==> config.mk <==
export PLATFORM = sky130hd
export DESIGN_NAME = keypad_autorepeat_power_hold
export DESIGN_NICKNAME = d
export VERILOG_FILES = /design/src/hdl/kaph_pkg.sv /design/src/hdl/keypad_autorepeat_power_hold.sv
export SDC_FILE = /design/constraint.sdc
export NUM_CORES = 1
export LEC_CHECK = 0
export BUFFER_PORTS_ARGS = -buffer_cell sky130_fd_sc_hd__clkbuf_2
export CAP_MARGIN = 20
export CORE_MARGIN = 2
export CORE_UTILIZATION = 45
export CTS_CLUSTER_SIZE = 24
export DETAILED_ROUTE_END_ITERATION = 10
export PLACE_DENSITY = 0.6
export SYNTH_ARGS = -nofsm -noshare
export SYNTH_HDL_FRONTEND = slang
export SYNTH_SLANG_ARGS = --single-unit
==> constraint.sdc <==
create_clock -name clk -period 9.3 [get_ports clk]
set_input_delay 0.465 -clock clk [delete_from_list [all_inputs] [get_ports clk]]
set_output_delay 0.465 -clock clk [all_outputs]
set_load 0.01 [all_outputs]
==> src/hdl/kaph_pkg.sv <==
`timescale 1ns / 1ps
`default_nettype none

package kaph_pkg;

  // Field and register widths
  localparam int unsigned CodeW  = 16;
  localparam int unsigned EventW = 4;
  localparam int unsigned CfgW   = 10;
  localparam int unsigned IdxW   = 2;
  localparam int unsigned HoldW  = 5;
  localparam int unsigned PowerW = 12;

  // Polls a key must be held before the millisecond repeat timer runs
  localparam logic [HoldW-1:0] HOLD_POLLS = 5'd20;

  // Register reset values
  localparam logic [CfgW-1:0] ON_OFF_RESET   = 10'd100;
  localparam logic [CfgW-1:0] DELAY_RESET    = 10'd1000;
  localparam logic [CfgW-1:0] INTERVAL_RESET = 10'd100;

  // Power counter: reset is twice the on/off time; all ones is the armed state
  localparam logic signed [PowerW-1:0] POWER_RESET = 12'sd200;
  localparam logic signed [PowerW-1:0] POWER_ARMED = -12'sd1;

  // Item kinds
  localparam logic ACT_POLL = 1'b0;
  localparam logic ACT_TICK = 1'b1;

  // Key event codes
  localparam logic [EventW-1:0] EV_NONE  = 4'd0;
  localparam logic [EventW-1:0] EV_POWER = 4'd1;

  // Expander codes of the keys, in event order after the power key
  localparam logic [CodeW-1:0] CODE_POWER = 16'd65287;
  localparam logic [CodeW-1:0] CODE_K2    = 16'd64519;
  localparam logic [CodeW-1:0] CODE_K3    = 16'd64007;
  localparam logic [CodeW-1:0] CODE_K4    = 16'd62983;
  localparam logic [CodeW-1:0] CODE_K5    = 16'd60935;
  localparam logic [CodeW-1:0] CODE_K6    = 16'd56839;
  localparam logic [CodeW-1:0] CODE_K7    = 16'd48647;
  localparam logic [CodeW-1:0] CODE_K8    = 16'd32263;
  localparam logic [CodeW-1:0] CODE_K9    = 16'd65030;
  localparam logic [CodeW-1:0] CODE_K10   = 16'd65029;
  localparam logic [CodeW-1:0] CODE_K11   = 16'd65027;

  // Configuration register indexes
  typedef enum logic [IdxW-1:0] {
    CFG_ON_OFF_TIME     = 2'd0,
    CFG_REPEAT_DELAY    = 2'd1,
    CFG_REPEAT_INTERVAL = 2'd2
  } cfg_reg_t;

  // Input word
  typedef struct packed {
    logic             action;
    logic [CodeW-1:0] key_code;
    logic             power_pin;
    logic             mask_readback_zero;
  } in_word_t;

  // Result word
  typedef struct packed {
    logic [EventW-1:0] key_event;
    logic              power_off;
    logic              keypad_fault;
  } out_word_t;

  // Map an expander code to its key event; EV_NONE for an unknown code.
  function automatic logic [EventW-1:0] key_class(input logic [CodeW-1:0] code);
    logic [EventW-1:0] ev;
    case (code)
      CODE_POWER: ev = EV_POWER;
      CODE_K2:    ev = 4'd2;
      CODE_K3:    ev = 4'd3;
      CODE_K4:    ev = 4'd4;
      CODE_K5:    ev = 4'd5;
      CODE_K6:    ev = 4'd6;
      CODE_K7:    ev = 4'd7;
      CODE_K8:    ev = 4'd8;
      CODE_K9:    ev = 4'd9;
      CODE_K10:   ev = 4'd10;
      CODE_K11:   ev = 4'd11;
      default:    ev = EV_NONE;
    endcase
    return ev;
  endfunction

endpackage

`default_nettype wire

==> src/hdl/keypad_autorepeat_power_hold.sv <==
`timescale 1ns / 1ps
`default_nettype none

// Channel   Direction  Handshake            Word
// in_       input      in_valid / in_stall  kaph_pkg::in_word_t (poll or tick)
// out_      output     out_valid/out_stall  kaph_pkg::out_word_t (one per item)
// cfg_      input      cfg_we               index cfg_index, data cfg_data
//
// The decode and counter update sit between the input port and the result
// register, so one word is accepted each cycle while in_stall is low.
// A result is held in the result register, or in the skid register on a stall.
// A skid register behind the result register keeps input flowing for one
// extra word while the result side stalls; in_stall rises only when both are full.
// Reset (rst_n low, synchronous) restores the register defaults and a power
// counter of 200.

module keypad_autorepeat_power_hold (
  input  wire                      clk,
  input  wire                      rst_n,
  input  wire                      in_valid,
  output logic                     in_stall,
  input  wire kaph_pkg::in_word_t  in_word,
  output logic                     out_valid,
  input  wire                      out_stall,
  output kaph_pkg::out_word_t      out_word,
  input  wire                      cfg_we,
  input  wire [kaph_pkg::IdxW-1:0] cfg_index,
  input  wire [kaph_pkg::CfgW-1:0] cfg_data
);

  // Configuration registers
  logic [kaph_pkg::CfgW-1:0] on_off_r;
  logic [kaph_pkg::CfgW-1:0] delay_r;
  logic [kaph_pkg::CfgW-1:0] interval_r;

  // Key and power state
  logic                             latched_r, latched_nxt;
  logic [kaph_pkg::HoldW-1:0]       hold_r, hold_nxt;
  logic [kaph_pkg::CfgW-1:0]        rms_r, rms_nxt;
  logic signed [kaph_pkg::PowerW-1:0] pc_r, pc_nxt;

  // Output register and skid register
  logic                out_valid_r, skid_valid_r;
  kaph_pkg::out_word_t out_r, skid_r;
  kaph_pkg::out_word_t res;

  logic in_acc;
  logic out_take;

  // Combinational step temporaries
  logic [kaph_pkg::EventW-1:0]        cls;
  logic                               hit;
  logic signed [kaph_pkg::PowerW-1:0] oot_s;
  logic signed [kaph_pkg::PowerW-1:0] pc_a, pc_b, pc_dec;
  logic [kaph_pkg::CfgW:0]            rms_inc;
  logic [kaph_pkg::CfgW-1:0]          reload;

  assign in_stall  = skid_valid_r;
  assign in_acc    = in_valid && !skid_valid_r;
  assign out_take  = out_valid_r && !out_stall;
  assign out_valid = out_valid_r;
  assign out_word  = out_r;

  // Decode the word and work out the next state and the result.
  always_comb begin
    cls     = kaph_pkg::key_class(in_word.key_code);
    hit     = (cls != kaph_pkg::EV_NONE);
    oot_s   = $signed({{(kaph_pkg::PowerW-kaph_pkg::CfgW){1'b0}}, on_off_r});
    rms_inc = {1'b0, rms_r} + {{kaph_pkg::CfgW{1'b0}}, 1'b1};
    reload  = (interval_r < delay_r) ? (delay_r - interval_r) : '0;

    latched_nxt = latched_r;
    hold_nxt    = hold_r;
    rms_nxt     = rms_r;
    pc_a        = pc_r;
    pc_b        = pc_r;
    pc_dec      = pc_r - 12'sd1;
    pc_nxt      = pc_r;
    res         = '0;

    if (in_word.action == kaph_pkg::ACT_TICK) begin
      // Millisecond tick: run the repeat timer once the hold is complete.
      if (hold_r == kaph_pkg::HOLD_POLLS) begin
        if (rms_inc >= {1'b0, delay_r}) begin
          rms_nxt     = reload;
          latched_nxt = 1'b0;
        end else begin
          rms_nxt = rms_inc[kaph_pkg::CfgW-1:0];
        end
      end else begin
        rms_nxt = '0;
      end
    end else begin
      res.keypad_fault = in_word.mask_readback_zero;

      // A new press emits its event; the power key may start the countdown.
      if (hit && !latched_r) begin
        res.key_event = cls;
        if (cls == kaph_pkg::EV_POWER && pc_r == kaph_pkg::POWER_ARMED
            && in_word.power_pin) begin
          pc_a = oot_s;
        end
      end

      // An unknown code drops the latch and the hold count.
      latched_nxt = hit;
      if (!hit) begin
        hold_nxt = '0;
      end else if (hold_r < kaph_pkg::HOLD_POLLS) begin
        hold_nxt = hold_r + 5'd1;
      end

      // Startup lockout counts down to the armed state.
      pc_b = pc_a;
      if (pc_a > oot_s) begin
        pc_dec = pc_a - 12'sd1;
        pc_b   = (pc_dec == oot_s) ? kaph_pkg::POWER_ARMED : pc_dec;
      end

      // Power-off countdown pulses when it reaches zero.
      pc_nxt = pc_b;
      if (pc_b > 12'sd0 && pc_b <= oot_s) begin
        pc_nxt        = pc_b - 12'sd1;
        res.power_off = (pc_b == 12'sd1);
      end
    end
  end

  // Configuration and block state
  always_ff @(posedge clk) begin
    if (!rst_n) begin
      on_off_r   <= kaph_pkg::ON_OFF_RESET;
      delay_r    <= kaph_pkg::DELAY_RESET;
      interval_r <= kaph_pkg::INTERVAL_RESET;
      latched_r  <= 1'b0;
      hold_r     <= '0;
      rms_r      <= '0;
      pc_r       <= kaph_pkg::POWER_RESET;
    end else begin
      if (in_acc) begin
        latched_r <= latched_nxt;
        hold_r    <= hold_nxt;
        rms_r     <= rms_nxt;
        pc_r      <= pc_nxt;
      end
      if (cfg_we) begin
        case (kaph_pkg::cfg_reg_t'(cfg_index))
          kaph_pkg::CFG_ON_OFF_TIME: begin
            on_off_r <= cfg_data;
            pc_r     <= $signed({{(kaph_pkg::PowerW-kaph_pkg::CfgW-1){1'b0}},
                                 cfg_data, 1'b0});
          end
          kaph_pkg::CFG_REPEAT_DELAY:    delay_r    <= cfg_data;
          kaph_pkg::CFG_REPEAT_INTERVAL: interval_r <= cfg_data;
          default: ;
        endcase
      end
    end
  end

  // Result register with skid stage
  always_ff @(posedge clk) begin
    if (!rst_n) begin
      out_valid_r  <= 1'b0;
      skid_valid_r <= 1'b0;
    end else begin
      if (!out_valid_r || out_take) begin
        if (skid_valid_r) begin
          out_valid_r  <= 1'b1;
          skid_valid_r <= 1'b0;
        end else begin
          out_valid_r <= in_acc;
        end
      end else if (in_acc) begin
        skid_valid_r <= 1'b1;
      end
    end
  end

  // Result payloads
  always_ff @(posedge clk) begin
    if (!out_valid_r || out_take) begin
      out_r <= skid_valid_r ? skid_r : res;
    end else if (in_acc) begin
      skid_r <= res;
    end
  end

endmodule

`default_nettype wire

==> Yosys cells after proc, flatten, opt, wreduce, memory -nomap -nowiden <==
Index checks and enable logic that the tools add are counted.
{ "totals": {"register_bits": 72, "in_bits": 36} }
{ "op_classes": {"n_addsub": 5, "order_cmp": 6, "eq_ne": 21, "n_mux": 25, "bitwise": 3, "reduce_logical": 21} }
{ "ops": {"columns": ["operator", "n"], "rows": [
  ["equality test 16 bit, second input constant", 10],
  ["2-to-1 mux 12 bit", 11],
  ["one-hot mux 4 bit (11 select lines)", 1],
  ["2-to-1 mux 10 bit", 3],
  ["subtractor 12 x 2 -> 12 bit, second input constant", 2],
  ["equality test 16 x 15 -> 1 bit, second input constant", 1],
  ["equality test 12 x 1 -> 1 bit, second input constant", 1],
  ["equality test 12 x 11 -> 1 bit", 1],
  ["equality test 12 x 2 -> 1 bit, second input constant", 1],
  ["> comparator 12 x 1 -> 1 bit, second input constant", 1],
  ["> comparator 12 x 11 -> 1 bit", 1],
  ["<= comparator 12 x 11 -> 1 bit", 1],
  ["2-to-1 mux 6 bit", 2],
  ["adder 10 x 1 -> 11 bit, second input constant", 1],
  ["greater-or-equal comparator 11 x 10 -> 1 bit", 1],
  ["less-than comparator 10 bit", 1],
  ["2-to-1 mux 5 bit", 2],
  ["AND reduction 2 bit", 5],
  ["subtractor 10 bit", 1],
  ["logical AND 1 bit", 6],
  ["!= test 2 x 1 -> 1 bit, second input constant", 3],
  ["AND reduction 3 bit", 2],
  ["adder 5 x 1 -> 5 bit, second input constant", 1],
  ["equality test 5 bit, second input constant", 1],
  ["other kinds (12)", 21]
]} }

==> Logic depth before layout (Yosys ltp) <==
Gate-level depths: netlist of run 1.
{ "logic_depth": {"depth_word": 20, "mapped_depth": 33, "ltp_nobuf": 30} }

==> Least setup slack after synthesis of run 1 <==
OpenSTA, ideal clock, no wires.
{ "synth_path": {"kind": "input to register", "start": "input in_word[12] (netlist bit)", "end": "register pc_r[6] (netlist bit)", "setup_ns": 0.122, "t_arrival_ns": 6.908, "required_ns": 9.178, "setup_slack_ns": 2.270, "cell_stages": 31, "path_buffers": 3, "path_cell_list": "clkbuf_1 > xnor2_1 > nor4_1 > a21oi_1 > o211ai_1 > buf_2 > mux2i_1 > ha_1 > or4b_4 > or3_1 > buf_2 > or2_0 > xnor2_1 > and4bb_1 > a32o_1 > nand3_2 > a31o_2 > inv_1 > ha_1 > nor2b_1 > o21a_1 > o211ai_1 > a31oi_1 > o211ai_1 > a21o_1 > o2111a_1 > o2bb2ai_2 > and2_4 > nand4_1 > xnor2_1 > a221o_1"} }
{ "synth_via": {"elab_chain_len": 20, "elab_cells_between_ends": 35} }
{ "synth_lines": {"columns": ["element", "line_no", "text"], "rows": [
  ["from (decl)", "keypad_autorepeat_power_hold.sv:22", "input wire kaph_pkg::in_word_t in_word,"],
  ["equality test 16 bit / equality test 16 x 15 -> 1 bit (equally long branches)", "kaph_pkg.sv:72", "case (code)"],
  ["one-hot mux 4 bit (11 select lines) (*)", "kaph_pkg.sv:72", null],
  ["equality test 4 x 1 -> 1 bit", "keypad_autorepeat_power_hold.sv:99", "if (cls == kaph_pkg::EV_POWER && pc_r == kaph_pkg::POWER_ARMED"],
  ["logical AND 1 bit", "keypad_autorepeat_power_hold.sv:99", null],
  ["logical AND 1 bit", "keypad_autorepeat_power_hold.sv:100", "&& in_word.power_pin) begin"],
  ["2-to-1 mux 12 bit", "keypad_autorepeat_power_hold.sv:99", null],
  ["2-to-1 mux 12 bit (*)", "keypad_autorepeat_power_hold.sv:97", "if (hit && !latched_r) begin"],
  ["2-to-1 mux 12 bit (*)", "keypad_autorepeat_power_hold.sv:81", "if (in_word.action == kaph_pkg::ACT_TICK) begin"],
  ["[... 4 more ...]", null, null],
  ["2-to-1 mux 12 bit (*)", "keypad_autorepeat_power_hold.sv:81", null],
  ["> comparator 12 x 1 -> 1 bit / <= comparator 12 x 11 -> 1 bit (equally long branches)", "keypad_autorepeat_power_hold.sv:122", "if (pc_b > 12'sd0 && pc_b <= oot_s) begin"],
  ["logical AND 1 bit", "keypad_autorepeat_power_hold.sv:122", null],
  ["2-to-1 mux 12 bit (*)", "keypad_autorepeat_power_hold.sv:122", null],
  ["2-to-1 mux 12 bit (*)", "keypad_autorepeat_power_hold.sv:81", null],
  ["2-to-1 mux 12 bit (*)", "keypad_autorepeat_power_hold.sv:140", "if (in_acc) begin"],
  ["2-to-1 mux 12 bit", "keypad_autorepeat_power_hold.sv:147", "case (kaph_pkg::cfg_reg_t'(cfg_index))"],
  ["2-to-1 mux 12 bit (*)", "keypad_autorepeat_power_hold.sv:146", "if (cfg_we) begin"],
  ["to (signal assigned)", "keypad_autorepeat_power_hold.sv:138", "pc_r <= kaph_pkg::POWER_RESET;"],
  ["to (signal assigned)", "keypad_autorepeat_power_hold.sv:144", "pc_r <= pc_nxt;"],
  ["to (signal assigned)", "keypad_autorepeat_power_hold.sv:150", "pc_r <= $signed({{(kaph_pkg::PowerW-kaph_pkg::CfgW-1){1'b0}},"],
  ["to (decl)", "keypad_autorepeat_power_hold.sv:40", "logic signed [kaph_pkg::PowerW-1:0] pc_r, pc_nxt;"]
]} }
Every way passes the cells marked *; elsewhere a longest branch is shown, timed or not. The select of a mux whose other input is x is not followed.
A chain may end at the register's enable or synchronous reset.

==> Worst setup path in the final report of run 1 <==
{ "layout_path": {"start": "register pc_r[3] (netlist bit)", "end": "register pc_r[6] (netlist bit)"} }
{ "layout_via": {"elab_chain_len": 18, "elab_cells_between_ends": 21} }
{ "layout_lines": {"columns": ["element", "line_no", "text"], "rows": [
  ["equality test 12 x 1 -> 1 bit", "keypad_autorepeat_power_hold.sv:99", null],
  ["logical AND 1 bit", "keypad_autorepeat_power_hold.sv:99", null],
  ["logical AND 1 bit", "keypad_autorepeat_power_hold.sv:100", null],
  ["2-to-1 mux 12 bit", "keypad_autorepeat_power_hold.sv:99", null],
  ["2-to-1 mux 12 bit (*)", "keypad_autorepeat_power_hold.sv:97", null],
  ["2-to-1 mux 12 bit (*)", "keypad_autorepeat_power_hold.sv:81", null],
  ["subtractor 12 x 2 -> 12 bit", "keypad_autorepeat_power_hold.sv:116", "pc_dec = pc_a - 12'sd1;"],
  ["equality test 12 x 11 -> 1 bit", "keypad_autorepeat_power_hold.sv:117", "pc_b = (pc_dec == oot_s) ? kaph_pkg::POWER_ARMED : pc_dec;"],
  ["[... 2 more ...]", null, null],
  ["2-to-1 mux 12 bit (*)", "keypad_autorepeat_power_hold.sv:81", null],
  ["> comparator 12 x 1 -> 1 bit / <= comparator 12 x 11 -> 1 bit (equally long branches)", "keypad_autorepeat_power_hold.sv:122", null],
  ["logical AND 1 bit", "keypad_autorepeat_power_hold.sv:122", null],
  ["2-to-1 mux 12 bit (*)", "keypad_autorepeat_power_hold.sv:122", null],
  ["2-to-1 mux 12 bit (*)", "keypad_autorepeat_power_hold.sv:81", null],
  ["2-to-1 mux 12 bit (*)", "keypad_autorepeat_power_hold.sv:140", null],
  ["2-to-1 mux 12 bit", "keypad_autorepeat_power_hold.sv:147", null],
  ["2-to-1 mux 12 bit (*)", "keypad_autorepeat_power_hold.sv:146", null]
]} }
Marked as above.

==> load_flow_metrics.sql, run 1 <==
INSERT INTO impl_metrics (metric_group, metric, value, unit) VALUES
('run_status', 'status', 'complete, no violations', ''),
('clock_tree', 'clk_path_buf_depth', '2', ''),
('clock_tree', 'post_cts_resized', '0', ''),
('sta', 'final-hold-violation-count', '0', ''),
('power', 'leakage', '2.87', 'nW'),
('route', 'drt_iter0_drc', '614', ''),
('route', 'routedWlPerCell', '18.5', 'µm'),
('synthesis', 'yosys_most_used_dff', 'sky130_fd_sc_hd__dfxtp_1', ''),
('clock_tree', 'cts_setup_buffers', '0', ''),
('clock_tree', 'cts.hold.buffers_added', '0', ''),
('synthesis', 'synthesis.area', '0.00655', 'mm²'),
('synthesis', 'synthesis.instances', '852', ''),
('floorplan', 'initial_standard_cell_utilization_of_the_core', '45.6', '%'),
('floorplan', 'chipWidth', '125', 'µm'),
('clock_tree', 'clk_latency', '0.34', 'ns'),
('route', 'wl_met3', '1.43', 'mm'),
('synthesis', 'synth_cell_types', '88', ''),
('setup_path', 'reg2reg_slack', '1.28', 'ns'),
('sta', 'setup_repair_after_global_routing_missed_its_margin', 'no', ''),
('synthesis', 'count_of_synthesis_stage_warnings_from_yosys', '0', ''),
('synthesis', 'synth-seq-cells', '72', ''),
('cells_and_area', 'syn2layout_area_growth', '9.25', '%'),
('setup_path', 'critical-path-max-stage-delay', '0.64', 'ns'),
('setup_path', 'critical_path_at', '8.25', 'ns'),
('synthesis', 'synthArstFlopShare', '0', '%'),
('grt', 'antenna_violations_before_repair', '0', ''),
('placed_design', 'place_congestion', '0.936', ''),
('route', 'remaining_drc_errors', '0', ''),
('floorplan', 'num_rows', '44', ''),
('clock_tree', 'clock_sink_total', '72', ''),
('floorplan', 'die-height', '125', 'µm'),
('synthesis', 'number_of_enable_flip_flop_cells_after_synthesis', '12', ''),
('floorplan', 'core_region_area', '0.0144', 'mm²'),
('sta', 'final-max-slew-violation-count', '0', ''),
('cells_and_area', 'final_stage_net_count', '948', ''),
('setup_path', 'timing.critical_path.slowest_stage_cell', 'sky130_fd_sc_hd__dfxtp_1', ''),
('synthesis', 'postSynthAreaPerCell', '7.69', 'µm²'),
('sta', 'tightest_slew', '0.993', 'ns'),
('route', 'detail-route-antenna-nets', '0', ''),
('floorplan', 'num_io_pins', '44', ''),
('setup_path', 'timing_worst_setup_path_type', 'reg2reg', ''),
('grt', 'grt_max_degree', '59', ''),
('route', 'wirelength_met1', '9.12', 'mm'),
('route', 'wl_met2', '8.57', 'mm'),
('synthesis', 'seq_area_frac_synth', '23.8', '%'),
('placed_design', 'port_buffers', '43', ''),
('setup_path', 'max_fo_critical_path', '17', ''),
('sta', 'finalClockSkew', '0.00821', 'ns'),
('sta', 'setup-tns-final', '0', 'ns'),
('placed_design', 'detailedPlace.worstSlack', '1.45', 'ns'),
('grt', 'grt_first_pass_wirelength', '31.8', 'mm'),
('clock_tree', 'cts.root.buffer_cell', 'sky130_fd_sc_hd__clkbuf_16', ''),
('floorplan', 'total_die_area', '0.0155', 'mm²'),
('clock_tree', 'cts.reportedPaths.clkPinSlew', '0.06', 'ns'),
('cells_and_area', 'fillerInstances', '1429', ''),
('sta', 'max_clock_freq', '125', 'MHz'),
('route', 'detail_route.first_pass.iterations', '5', ''),
('flow_run', 'cap_violations', '0', ''),
('synthesis', 'synth_nets', '935', ''),
('sta', 'worst_slack', '1.28', 'ns'),
('sta', 'finalSetupViolCount', '0', ''),
('cells_and_area', 'layout-drive-gt1-share', '11.3', '%'),
('power', 'vdd.ir_drop.worst', '0.0000942', 'V'),
('clock_tree', 'cts_tree', 'done', ''),
('grt', 'leftover_overflow_at_the_end_of_global_routing', '0', ''),
('route', 'drt_wl_total', '19.5', 'mm'),
('setup_path', 'required', '9.53', 'ns'),
('route', 'vias_per_cell', '6.14', ''),
('sta', 'timing.final.crit_period', '8.02', 'ns'),
('sta', 'slew_headroom', '33.4', '%'),
('setup_path', 'critical-path-top-cell-by-count', 'sky130_fd_sc_hd__o211ai_1', ''),
('clock_tree', 'cts_htree_levels', '3', ''),
('grt', 'first_global_vias', '6130', ''),
('placed_design', 'dp_hpwl', '15.3', 'mm'),
('sta', 'timing.final.crit_share', '86.3', '%'),
('setup_path', 'critPathCaptureType', 'register', ''),
('worst_hold_path', 'timing.hold.worst.class', 'in2reg', ''),
('cells_and_area', 'antenna_diode_instance_count', '0', ''),
('route', 'top_layer', 'met4', ''),
('grt', 'gr-usage-all-layers', '25.0', '%'),
('power', 'pwrdens', '145', 'mW/mm²'),
('clock_tree', 'cts_inserted_buffers', '9', ''),
('route', 'vias', '6475', ''),
('setup_path', 'startpoint_type', 'register', '');
-- critical path, delay by kind of cell, from the launching register on --
family	cells	cell delay, ns
xor gates and xnor gates	2	0.35
AOI/OAI and AO/OA	10	2.28
adders and majority gates	2	0.66
and+or+nand+nor	12	3.38
buffers and inverters	1	0.06
muxes	1	0.54
DFF	1	0.64
-- state kept, by name, indices dropped and copies added (netlist names) --
register / count
delay_r: 10
hold_r: 5
in_stall: 1
interval_r: 10
latched_r: 1
on_off_r: 10
out_valid: 1
out_word: 6
pc_r: 12
rms_r: 10
skid_r: 6
-- power by group --
part / internal (W) / leakage [nW] / switching (W)
sequential: 0.000329 / 0.608 / 0.0000219
combinational: 0.000123 / 2.10 / 0.000186
clock: 0.000237 / 0.160 / 0.000139
total: 0.000689 / 2.87 / 0.000347
-- stage by stage --
stage | power, W | instance area [µm²] | utilization, % | hold WS [ns] | instances
2_1_floorplan | 0.000579 | 6550 | - | 0.443 | 852
3_3_place_gp | 0.000654 | 6830 | 47.5 | 0.455 | 1038
3_5_place_dp | 0.000659 | 6830 | 47.5 | 0.462 | 1038
4_1_cts | 0.00104 | 7160 | 49.8 | 0.393 | 1054
5_1_grt | 0.00109 | 7160 | 49.8 | 0.430 | 1054
6_report | 0.00104 | 7160 | 49.8 | 0.406 | 1054
-- synth_stat cells, drive strengths merged (4+ instances only) --
library cell  count  area [µm²]
nand2           123         464
a211oi            8        60.1
or2               6        37.5
nand4b            8        70.1
or3               5        31.3
and3             11        73.8
mux2              5        56.3
o21a              5        37.5
nor3b             7        52.6
clkbuf           22        82.6
nand3b            4        30.0
nor3             19        95.1
nor2             64         240
a22oi             9        67.6
or4               6        48.8
and2             10        67.6
o211ai           18         149
nor4b             5        80.1
a31oi             7        43.8
o31ai            11        82.6
ha               46         576
dfxtp            60        1200
a21oi            38         198
xor2             11        96.3
edfxtp           12         360
nand2b            9        56.3
nand4            13        81.3
o22ai             5        31.3
nand3            26         135
a21boi           26         195
nor4             13         103
inv              48         180
a21o             15         113
mux2i             5        50.1
o21ai            43         223
xnor2            38         333
buf              23         121
nor2b            18         113
-- cells in the final DEF (no fill, tap or decap), types with 7 or more instances in the layout --
cell                        Yosys  final
sky130_fd_sc_hd__a22oi_1        9      9
sky130_fd_sc_hd__nand2b_1       9      9
sky130_fd_sc_hd__nor4_1        11     11
sky130_fd_sc_hd__xor2_1        11     11
sky130_fd_sc_hd__nor3_1        19     19
sky130_fd_sc_hd__nor2b_1       18     18
sky130_fd_sc_hd__clkbuf_2       0     43
sky130_fd_sc_hd__clkbuf_16      0      9
sky130_fd_sc_hd__a31oi_1        7      7
sky130_fd_sc_hd__xnor2_1       38     38
sky130_fd_sc_hd__a21boi_0      26     26
sky130_fd_sc_hd__dfxtp_1       60     60
sky130_fd_sc_hd__o211ai_1      17     17
sky130_fd_sc_hd__o31ai_1       11     11
sky130_fd_sc_hd__and3_1        10     10
sky130_fd_sc_hd__nand3_1       25     25
sky130_fd_sc_hd__nand4_1       13     13
sky130_fd_sc_hd__a21oi_1       36     36
sky130_fd_sc_hd__edfxtp_1      12     12
sky130_fd_sc_hd__nor2_1        64     64
sky130_fd_sc_hd__inv_1         48     48
sky130_fd_sc_hd__and2_1         8      8
sky130_fd_sc_hd__a21o_1        15     15
sky130_fd_sc_hd__a211oi_1       8      8
sky130_fd_sc_hd__ha_1          46     46
sky130_fd_sc_hd__o21ai_0       39     39
sky130_fd_sc_hd__nand4b_1       8      8
sky130_fd_sc_hd__nand2_1      122    122
-- kinds of logic (layout without fill, tap and decap cells) --
family          count (synthesis)  after routing  share of synthesized area (%)
flops                          72             72                           23.8
compound gates                223            223                           24.1
xor+xnor                       49             49                           6.55
buf+inv                        93            111                           5.86
simple gates                  358            358                           29.0
fa+ha+maj                      47             47                           9.09
mux                            10             10                           1.62
-- path summary, 6_finish.rpt --
| kind | cells past startpoint | startpoint | endpoint |
|---|---|---|---|
| max | 28 | pc_r[3] | pc_r[6] |
| min | 3 | cfg_data[2] | delay_r[2] |
| max reg2reg | 28 | pc_r[3] | pc_r[6] |
| min reg2reg | 2 | interval_r[7] | interval_r[7] |
-- metal layers --
metal,up-vias,GRT usage [%]
met5,-,0
met4,0,7.14
met3,35,3.99
met2,285,38.8
met1,3034,35.8
li1,3121,-
-- final cells by class --
class / count / area [µm²] / area share, %
multi-input cells: 687 / 4610 / 64.4
repair buffers: 47 / 245 / 3.43
clock inverters: 7 / 104 / 1.45
clock buffers: 9 / 225 / 3.15
well taps: 184 / 230 / 3.22
inverters: 48 / 180 / 2.52
flip-flops and latches: 72 / 1560 / 21.8
No activity file was read; power rests on OpenSTA's default activity.
==> inputs of run 2 (changes only) <==
--- a/config.mk
+++ b/config.mk
@@ -5,6 +5,8 @@
 export SDC_FILE = /design/constraint.sdc
 export NUM_CORES = 1
 export LEC_CHECK = 0
+export ABC_AREA = 1
+export ABC_CLOCK_PERIOD_IN_PS = 9300
 export BUFFER_PORTS_ARGS = -buffer_cell sky130_fd_sc_hd__clkbuf_2
 export CAP_MARGIN = 20
 export CORE_MARGIN = 2
==> load_flow_metrics.sql, run 2 <==
INSERT INTO impl_metrics (metric_group, metric, value, unit) VALUES
('run_status', 'status', 'complete, no violations', ''),
('setup_path', 'worst-r2r-cell-count', '33', ''),
('clock_tree', 'cts_inserted_buffers', '9', ''),
('cells_and_area', 'final_stage_net_count', '1076', ''),
('setup_path', 'critical-path-top-cell-by-count', 'sky130_fd_sc_hd__nand2_1', ''),
('floorplan', 'chipWidth', '122', 'µm'),
('cells_and_area', 'multiInputGateArea', '0.00408', 'mm²'),
('placed_design', 'dp_hpwl', '14.0', 'mm'),
('cells_and_area', 'final_cell_utilization_of_the_core', '50.4', '%'),
('grt', 'grtUsageMet2', '40.2', '%'),
('route', 'detail_route.first_pass.iterations', '5', ''),
('route', 'routedWlPerCell', '14.8', 'µm'),
('route', 'vias_per_cell', '5.23', ''),
('cells_and_area', 'antenna_diode_instance_count', '0', ''),
('flow_run', 'cap_violations', '0', ''),
('worst_hold_path', 'timing.hold.worst.class', 'in2reg', ''),
('synthesis', 'synth_common_cells', 'sky130_fd_sc_hd__nand2_1 (253), sky130_fd_sc_hd__inv_1 (125), sky130_fd_sc_hd__nor2_1 (81)', ''),
('setup_path', 'required', '9.49', 'ns'),
('floorplan', 'num_io_pins', '44', ''),
('grt', 'use_met3', '4.17', '%'),
('setup_path', 'largest_delay_contributor_family_on_the_critical_path', 'simple AND/OR/NAND/NOR gates', ''),
('floorplan', 'num_rows', '43', ''),
('floorplan', 'die-height', '122', 'µm'),
('sta', 'finalSetupViolCount', '0', ''),
('sta', 'final-hold-violation-count', '0', ''),
('floorplan', 'core_region_area', '0.0137', 'mm²'),
('route', 'drt_iter0_drc', '464', ''),
('power', 'leakage', '3.35', 'nW'),
('clock_tree', 'cts_htree_levels', '3', ''),
('grt', 'most_crowded_layer_after_global_routing', 'met2', ''),
('setup_path', 'critPathCaptureType', 'register', ''),
('setup_path', 'startpoint_type', 'input pin', ''),
('floorplan', 'total_die_area', '0.0148', 'mm²'),
('synthesis', 'synth_cell_types', '51', ''),
('synthesis', 'number_of_enable_flip_flop_cells_after_synthesis', '12', ''),
('cells_and_area', 'fillerInstances', '1430', ''),
('placed_design', 'port_buffers', '43', ''),
('cells_and_area', 'most_common_cell_after_layout_fill_and_taps_aside', 'sky130_fd_sc_hd__nand2_1', ''),
('synthesis', 'synthesis.instances', '952', ''),
('clock_tree', 'cts.root.buffer_cell', 'sky130_fd_sc_hd__clkbuf_16', ''),
('route', 'detail-route-antenna-nets', '0', ''),
('grt', 'leftover_overflow_at_the_end_of_global_routing', '0', ''),
('sta', 'timing.final.crit_share', '62.7', '%'),
('cells_and_area', 'syn2layout_area_growth', '10.7', '%'),
('synthesis', 'synth_top_area_share', '19.2', '%'),
('synthesis', 'postSynthAreaPerCell', '6.56', 'µm²'),
('cells_and_area', 'regArea', '0.00156', 'mm²'),
('route', 'vias', '6159', ''),
('sta', 'slew_headroom', '52.6', '%'),
('route', 'remaining_drc_errors', '0', ''),
('synthesis', 'post-synth-top-area-cell', 'sky130_fd_sc_hd__dfxtp_1', ''),
('placed_design', 'placed_cells_incl_taps', '1161', ''),
('floorplan', 'initial_standard_cell_utilization_of_the_core', '45.5', '%'),
('clock_tree', 'cts.reportedPaths.clkPinSlew', '0.06', 'ns'),
('placed_design', 'place_congestion', '0.981', ''),
('grt', 'first_global_vias', '5677', ''),
('synthesis', 'synthArstFlopShare', '0', '%'),
('route', 'drt_wl_total', '17.4', 'mm'),
('grt', 'grt_max_degree', '30', ''),
('synthesis', 'yosys_most_used_dff', 'sky130_fd_sc_hd__dfxtp_1', ''),
('sta', 'setup_repair_after_global_routing_missed_its_margin', 'no', ''),
('clock_tree', 'cts_setup_buffers', '0', ''),
('cells_and_area', 'instances_no_fill', '1178', ''),
('clock_tree', 'cts.hold.buffers_added', '0', ''),
('cells_and_area', 'largest_register_ffs', '12', ''),
('cells_and_area', 'post-route-cell-area', '0.00692', 'mm²'),
('sta', 'tightest_slew', '0.709', 'ns'),
('clock_tree', 'clock_sink_total', '72', ''),
('sta', 'final-max-slew-violation-count', '0', ''),
('synthesis', 'synth.most_common_cell', 'sky130_fd_sc_hd__nand2_1', ''),
('grt', 'gr-usage-all-layers', '24.6', '%'),
('setup_path', 'regToRegEndpoint', 'out_word[1]', ''),
('setup_path', 'timing_worst_setup_path_type', 'in2reg', ''),
('grt', 'antenna_violations_before_repair', '0', ''),
('setup_path', 'critical-path-max-stage-delay', '0.42', 'ns'),
('power', 'vdd.ir_drop.worst', '0.000104', 'V'),
('synthesis', 'netlist_top_cells_area', 'sky130_fd_sc_hd__dfxtp_1 (19%), sky130_fd_sc_hd__nand2_1 (15%), sky130_fd_sc_hd__ha_1 (9.2%)', ''),
('grt', 'use_met1', '32.5', '%'),
('synthesis', 'synth-seq-cells', '72', ''),
('sta', 'timing.final.crit_period', '5.83', 'ns'),
('power', 'pwrdens', '169', 'mW/mm²'),
('clock_tree', 'cts_tree', 'done', ''),
('grt', 'grt_first_pass_wirelength', '28.6', 'mm'),
('placed_design', 'dpl-instance-area', '0.00661', 'mm²'),
('cells_and_area', 'layout-drive-gt1-share', '14.7', '%'),
('synthesis', 'synthesis.area', '0.00625', 'mm²'),
('synthesis', 'count_of_synthesis_stage_warnings_from_yosys', '0', ''),
('worst_hold_path', 'min_to', 'delay_r[8]', ''),
('setup_path', 'timing.critical_path.slowest_stage_cell', 'sky130_fd_sc_hd__nand2_1', ''),
('synthesis', 'synth_nets', '1035', ''),
('worst_hold_path', 'hp-start', 'cfg_data[8]', ''),
('setup_path', 'critical_path_at', '6.02', 'ns'),
('clock_tree', 'post_cts_resized', '0', ''),
('setup_path', 'max_fo_critical_path', '18', ''),
('clock_tree', 'clk_latency', '0.34', 'ns'),
('cells_and_area', 'final_cell_mix', 'sky130_fd_sc_hd__nand2_1 (253), sky130_fd_sc_hd__inv_1 (125), sky130_fd_sc_hd__nor2_1 (81)', ''),
('sta', 'max_clock_freq', '172', 'MHz'),
('setup_path', 'r2r-start', 'pc_r[6]', ''),
('clock_tree', 'clk_path_buf_depth', '2', ''),
('synthesis', 'seq_area_frac_synth', '25.0', '%'),
('worst_hold_path', 'hold_path_depth', '3', ''),
('sta', 'setup-tns-final', '0', 'ns'),
('setup_path', 'critical_path_buffers_and_inverters', '6', ''),
('sta', 'finalClockSkew', '0.00813', 'ns'),
('cells_and_area', 'top_register', 'pc_r', ''),
('setup_path', 'reg2reg_slack', '3.48', 'ns');
-- run 2: cell types whose count changed in the layout (fill, tap and decap cells not counted), sizes merged, moves of 26 or more --
cell | before | now
nand2 | 123 | 284
inv | 49 | 136
nand3 | 26 | 72
nor2 | 64 | 105
xnor2 | 38 | 4
a21boi | 26 | 0
-- run 2: final cells by class --
type | count | share of cell area, %
tap | 180 | 3.26
multi-input combinational | 727 | 58.9
inverter | 137 | 7.51
clock buffer | 9 | 3.26
clock inverter | 7 | 1.03
timing repair buffer | 46 | 3.44
sequential | 72 | 22.6
-- run 2: kinds of logic after synthesis --
| group | Yosys count | synth area share [%] |
|---|---|---|
| AOI/OAI and AO/OA | 165 | 15.7 |
| buffers and inverters | 153 | 9.73 |
| xor gates and xnor gates | 12 | 1.68 |
| adders and majority gates | 47 | 9.53 |
| DFF | 72 | 25.0 |
| and+or+nand+nor | 503 | 38.3 |
-- run 2: worst max-delay path by stage --
stage	startpoint	endpoint	slack, ns	cells after the start
2_1_floorplan	in_word[9]	out_word[1]	4.17	37
3_3_place_gp	in_word[15]	out_word[1]	3.28	37
3_5_place_dp	in_word[15]	out_word[1]	3.18	37
4_1_cts	in_word[15]	out_word[1]	3.51	37
5_1_grt	in_word[2]	out_word[1]	2.80	37
6_report	in_word[15]	out_word[1]	3.47	37
-- run 2: tightest hold or removal path: stages --
cell,delay [ns]
sky130_fd_sc_hd__clkbuf_2,0.11
sky130_fd_sc_hd__nand2_1,0.06
sky130_fd_sc_hd__o211ai_1,0.07
-- run 2: layer usage --
layer / up-vias / wire length [µm]
met5: - / 0
met4: 0 / 548
met3: 32 / 678
met2: 139 / 7960
met1: 2768 / 8220
li1: 3220 / -
-- run 2: power by group --
part | leakage (nW) | switching, W | total (W) | internal [W]
combinational | 2.59 | 0.000327 | 0.000480 | 0.000154
sequential | 0.622 | 0.0000144 | 0.000348 | 0.000333
clock | 0.139 | 0.000137 | 0.000344 | 0.000207
-- run 2: stage by stage --
| stage | total power (W) | hold slack [ns] | setup WS (ns) |
|---|---|---|---|
| floorplan | 0.000717 | 0.433 | 4.17 |
| global placement | 0.000830 | 0.454 | 3.28 |
| detailed placement | 0.000828 | 0.460 | 3.18 |
| CTS | 0.00117 | 0.394 | 3.51 |
| global route | 0.00126 | 0.411 | 2.80 |
| finish | 0.00117 | 0.401 | 3.47 |
==> inputs of run 3 (changes only) <==
--- a/config.mk
+++ b/config.mk
@@ -6,7 +6,7 @@
 export NUM_CORES = 1
 export LEC_CHECK = 0
 export ABC_AREA = 1
-export ABC_CLOCK_PERIOD_IN_PS = 9300
+export ABC_CLOCK_PERIOD_IN_PS = 5620
 export BUFFER_PORTS_ARGS = -buffer_cell sky130_fd_sc_hd__clkbuf_2
 export CAP_MARGIN = 20
 export CORE_MARGIN = 2
==> constraint.sdc (replaced) <==
create_clock -name clk -period 5.62 [get_ports clk]
set_input_delay 0.281 -clock clk [delete_from_list [all_inputs] [get_ports clk]]
set_output_delay 0.281 -clock clk [all_outputs]
set_load 0.01 [all_outputs]
==> load_flow_metrics.sql, run 3 (synthesized netlist as in run 2, its figures left out) <==
INSERT INTO impl_metrics (metric_group, metric, value, unit) VALUES
('run_status', 'status', 'complete, no violations', ''),
('route', 'vias_per_cell', '5.24', ''),
('cells_and_area', 'most_common_cell_after_layout_fill_and_taps_aside', 'sky130_fd_sc_hd__nand2_1', ''),
('setup_path', 'max_fo_critical_path', '6', ''),
('clock_tree', 'clock_sink_total', '72', ''),
('floorplan', 'initial_standard_cell_utilization_of_the_core', '45.5', '%'),
('cells_and_area', 'final_cell_mix', 'sky130_fd_sc_hd__nand2_1 (250), sky130_fd_sc_hd__inv_1 (125), sky130_fd_sc_hd__nor2_1 (81)', ''),
('worst_hold_path', 'hp-start', 'cfg_data[8]', ''),
('setup_path', 'regToRegEndpoint', 'pc_r[11]', ''),
('route', 'detail-route-antenna-nets', '0', ''),
('cells_and_area', 'top_register', 'pc_r', ''),
('floorplan', 'num_io_pins', '44', ''),
('route', 'remaining_drc_errors', '0', ''),
('cells_and_area', 'layout-drive-gt1-share', '18.0', '%'),
('sta', 'timing.final.crit_share', '94.7', '%'),
('power', 'vdd.ir_drop.worst', '0.000172', 'V'),
('cells_and_area', 'final_stage_net_count', '1098', ''),
('sta', 'slew_headroom', '46.3', '%'),
('grt', 'antenna_violations_before_repair', '0', ''),
('clock_tree', 'cts.reportedPaths.clkPinSlew', '0.06', 'ns'),
('placed_design', 'port_buffers', '43', ''),
('sta', 'max_clock_freq', '188', 'MHz'),
('setup_path', 'r2r-start', 'pc_r[6]', ''),
('cells_and_area', 'antenna_diode_instance_count', '0', ''),
('route', 'routedWlPerCell', '14.9', 'µm'),
('clock_tree', 'cts.hold.buffers_added', '0', ''),
('cells_and_area', 'syn2layout_area_growth', '15.4', '%'),
('setup_path', 'startpoint_type', 'register', ''),
('placed_design', 'placed_cells_incl_taps', '1172', ''),
('setup_path', 'setup.worst_path.start', 'pc_r[6]', ''),
('floorplan', 'chipWidth', '122', 'µm'),
('cells_and_area', 'final_cell_utilization_of_the_core', '52.5', '%'),
('grt', 'first_global_vias', '5854', ''),
('grt', 'grt_first_pass_wirelength', '29.1', 'mm'),
('sta', 'timing.final.crit_period', '5.32', 'ns'),
('cells_and_area', 'fillerInstances', '1406', ''),
('placed_design', 'place_congestion', '0.963', ''),
('worst_hold_path', 'min_to', 'delay_r[8]', ''),
('setup_path', 'critical-path-max-stage-delay', '0.40', 'ns'),
('cells_and_area', 'multiInputGateArea', '0.00414', 'mm²'),
('setup_path', 'reg2reg_slack', '0.30', 'ns'),
('clock_tree', 'cts_htree_levels', '3', ''),
('floorplan', 'core_region_area', '0.0137', 'mm²'),
('setup_path', 'critical-path-top-cell-by-count', 'sky130_fd_sc_hd__nand2_1', ''),
('route', 'detail_route.first_pass.iterations', '5', ''),
('clock_tree', 'cts_tree', 'done', ''),
('clock_tree', 'clk_latency', '0.33', 'ns'),
('sta', 'final-hold-violation-count', '0', ''),
('power', 'leakage', '3.49', 'nW'),
('grt', 'leftover_overflow_at_the_end_of_global_routing', '0', ''),
('setup_path', 'required', '5.88', 'ns'),
('grt', 'gr-usage-all-layers', '24.7', '%'),
('cells_and_area', 'regArea', '0.00157', 'mm²'),
('sta', 'finalSetupViolCount', '0', ''),
('flow_run', 'cap_violations', '0', ''),
('worst_hold_path', 'timing.hold.worst.class', 'in2reg', ''),
('placed_design', 'dp_hpwl', '14.2', 'mm'),
('cells_and_area', 'largest_register_ffs', '12', ''),
('cells_and_area', 'instances_no_fill', '1200', ''),
('sta', 'final-max-slew-violation-count', '0', ''),
('sta', 'tightest_slew', '0.797', 'ns'),
('setup_path', 'worst-r2r-cell-count', '37', ''),
('route', 'drt_wl_total', '17.9', 'mm'),
('power', 'pwrdens', '297', 'mW/mm²'),
('setup_path', 'timing_worst_setup_path_type', 'reg2reg', ''),
('setup_path', 'timing.critical_path.slowest_stage_cell', 'sky130_fd_sc_hd__dfxtp_2', ''),
('floorplan', 'total_die_area', '0.0148', 'mm²'),
('route', 'drt_iter0_drc', '413', ''),
('setup_path', 'critical_path_at', '5.59', 'ns'),
('worst_hold_path', 'hold_path_depth', '3', ''),
('grt', 'grt_max_degree', '30', ''),
('clock_tree', 'clk_path_buf_depth', '2', ''),
('setup_path', 'largest_delay_contributor_family_on_the_critical_path', 'simple AND/OR/NAND/NOR gates', ''),
('setup_path', 'critPathCaptureType', 'register', ''),
('floorplan', 'die-height', '122', 'µm'),
('sta', 'finalClockSkew', '0.00719', 'ns'),
('setup_path', 'critical_path_buffers_and_inverters', '5', ''),
('route', 'vias', '6285', ''),
('clock_tree', 'cts.root.buffer_cell', 'sky130_fd_sc_hd__clkbuf_16', ''),
('clock_tree', 'cts_inserted_buffers', '9', ''),
('floorplan', 'num_rows', '43', '');
run 3: worst max path at each step:
stage	endpoint	slack (ns)	cells past startpoint
floorplan	out_word[1]	0.68	37
global placement	out_word[1]	0.08	36
detailed placement	out_word[1]	0.03	36
CTS	out_word[1]	0.13	34
global route	pc_r[11]	-0.08	37
finish	pc_r[11]	0.30	37
run 3: layout make-up:
| class | instances | share of cell area (%) |
|---|---|---|
| Timing Repair Buffer | 67 | 5.64 |
| Sequential cell | 72 | 21.8 |
| Clock buffer | 10 | 3.18 |
| Tap cell | 180 | 3.12 |
| Inverter | 137 | 7.20 |
| Multi-Input combinational cell | 728 | 57.4 |
| Clock inverter | 6 | 1.60 |
run 3: worst register-to-register path, delay by kind of cell, from the launching register on:
kind                       cells  cell delay [ns]
AOI/OAI and AO/OA              8             1.35
adders and majority gates      2             0.59
buffers and inverters          5             0.54
DFF                            1             0.40
and+or+nand+nor               22             2.40
run 3: timing repair:
action                     CTS  global route
resized for setup            0            24
setup endpoints to repair    0            13
setup buffers                0            10
run 3: metrics by stage:
step | total power [W] | hold slack, ns | area [µm²] | setup WS, ns | TNS, ns
after global placement | 0.00142 | 0.451 | 6700 | 0.0790 | 0
after floorplan | 0.00119 | 0.411 | 6250 | 0.676 | 0
after detailed placement | 0.00141 | 0.451 | 6700 | 0.0339 | 0
after global routing | 0.00228 | 0.224 | 7210 | -0.0761 | -0.237
after CTS | 0.00207 | 0.192 | 7040 | 0.132 | 0
final | 0.00214 | 0.209 | 7210 | 0.296 | 0
run 3: metal layers:
metal | track usage, % | share of wire [%] | vias up
met1 | 31.9 | 46 | 2834
li1 | - | - | 3260
met2 | 41.1 | 46 | 156
met4 | 10.6 | 3.5 | 0
met3 | 3.60 | 4.2 | 35
met5 | 0 | 0 | -
run 3: power by group:
| part | internal, W | total [W] | switching (W) |
|---|---|---|---|
| Combinational | 0.000318 | 0.000900 | 0.000582 |
| Clock | 0.000437 | 0.000662 | 0.000225 |
| Sequential | 0.000553 | 0.000577 | 0.0000236 |
| Total | 0.00131 | 0.00214 | 0.000830 |
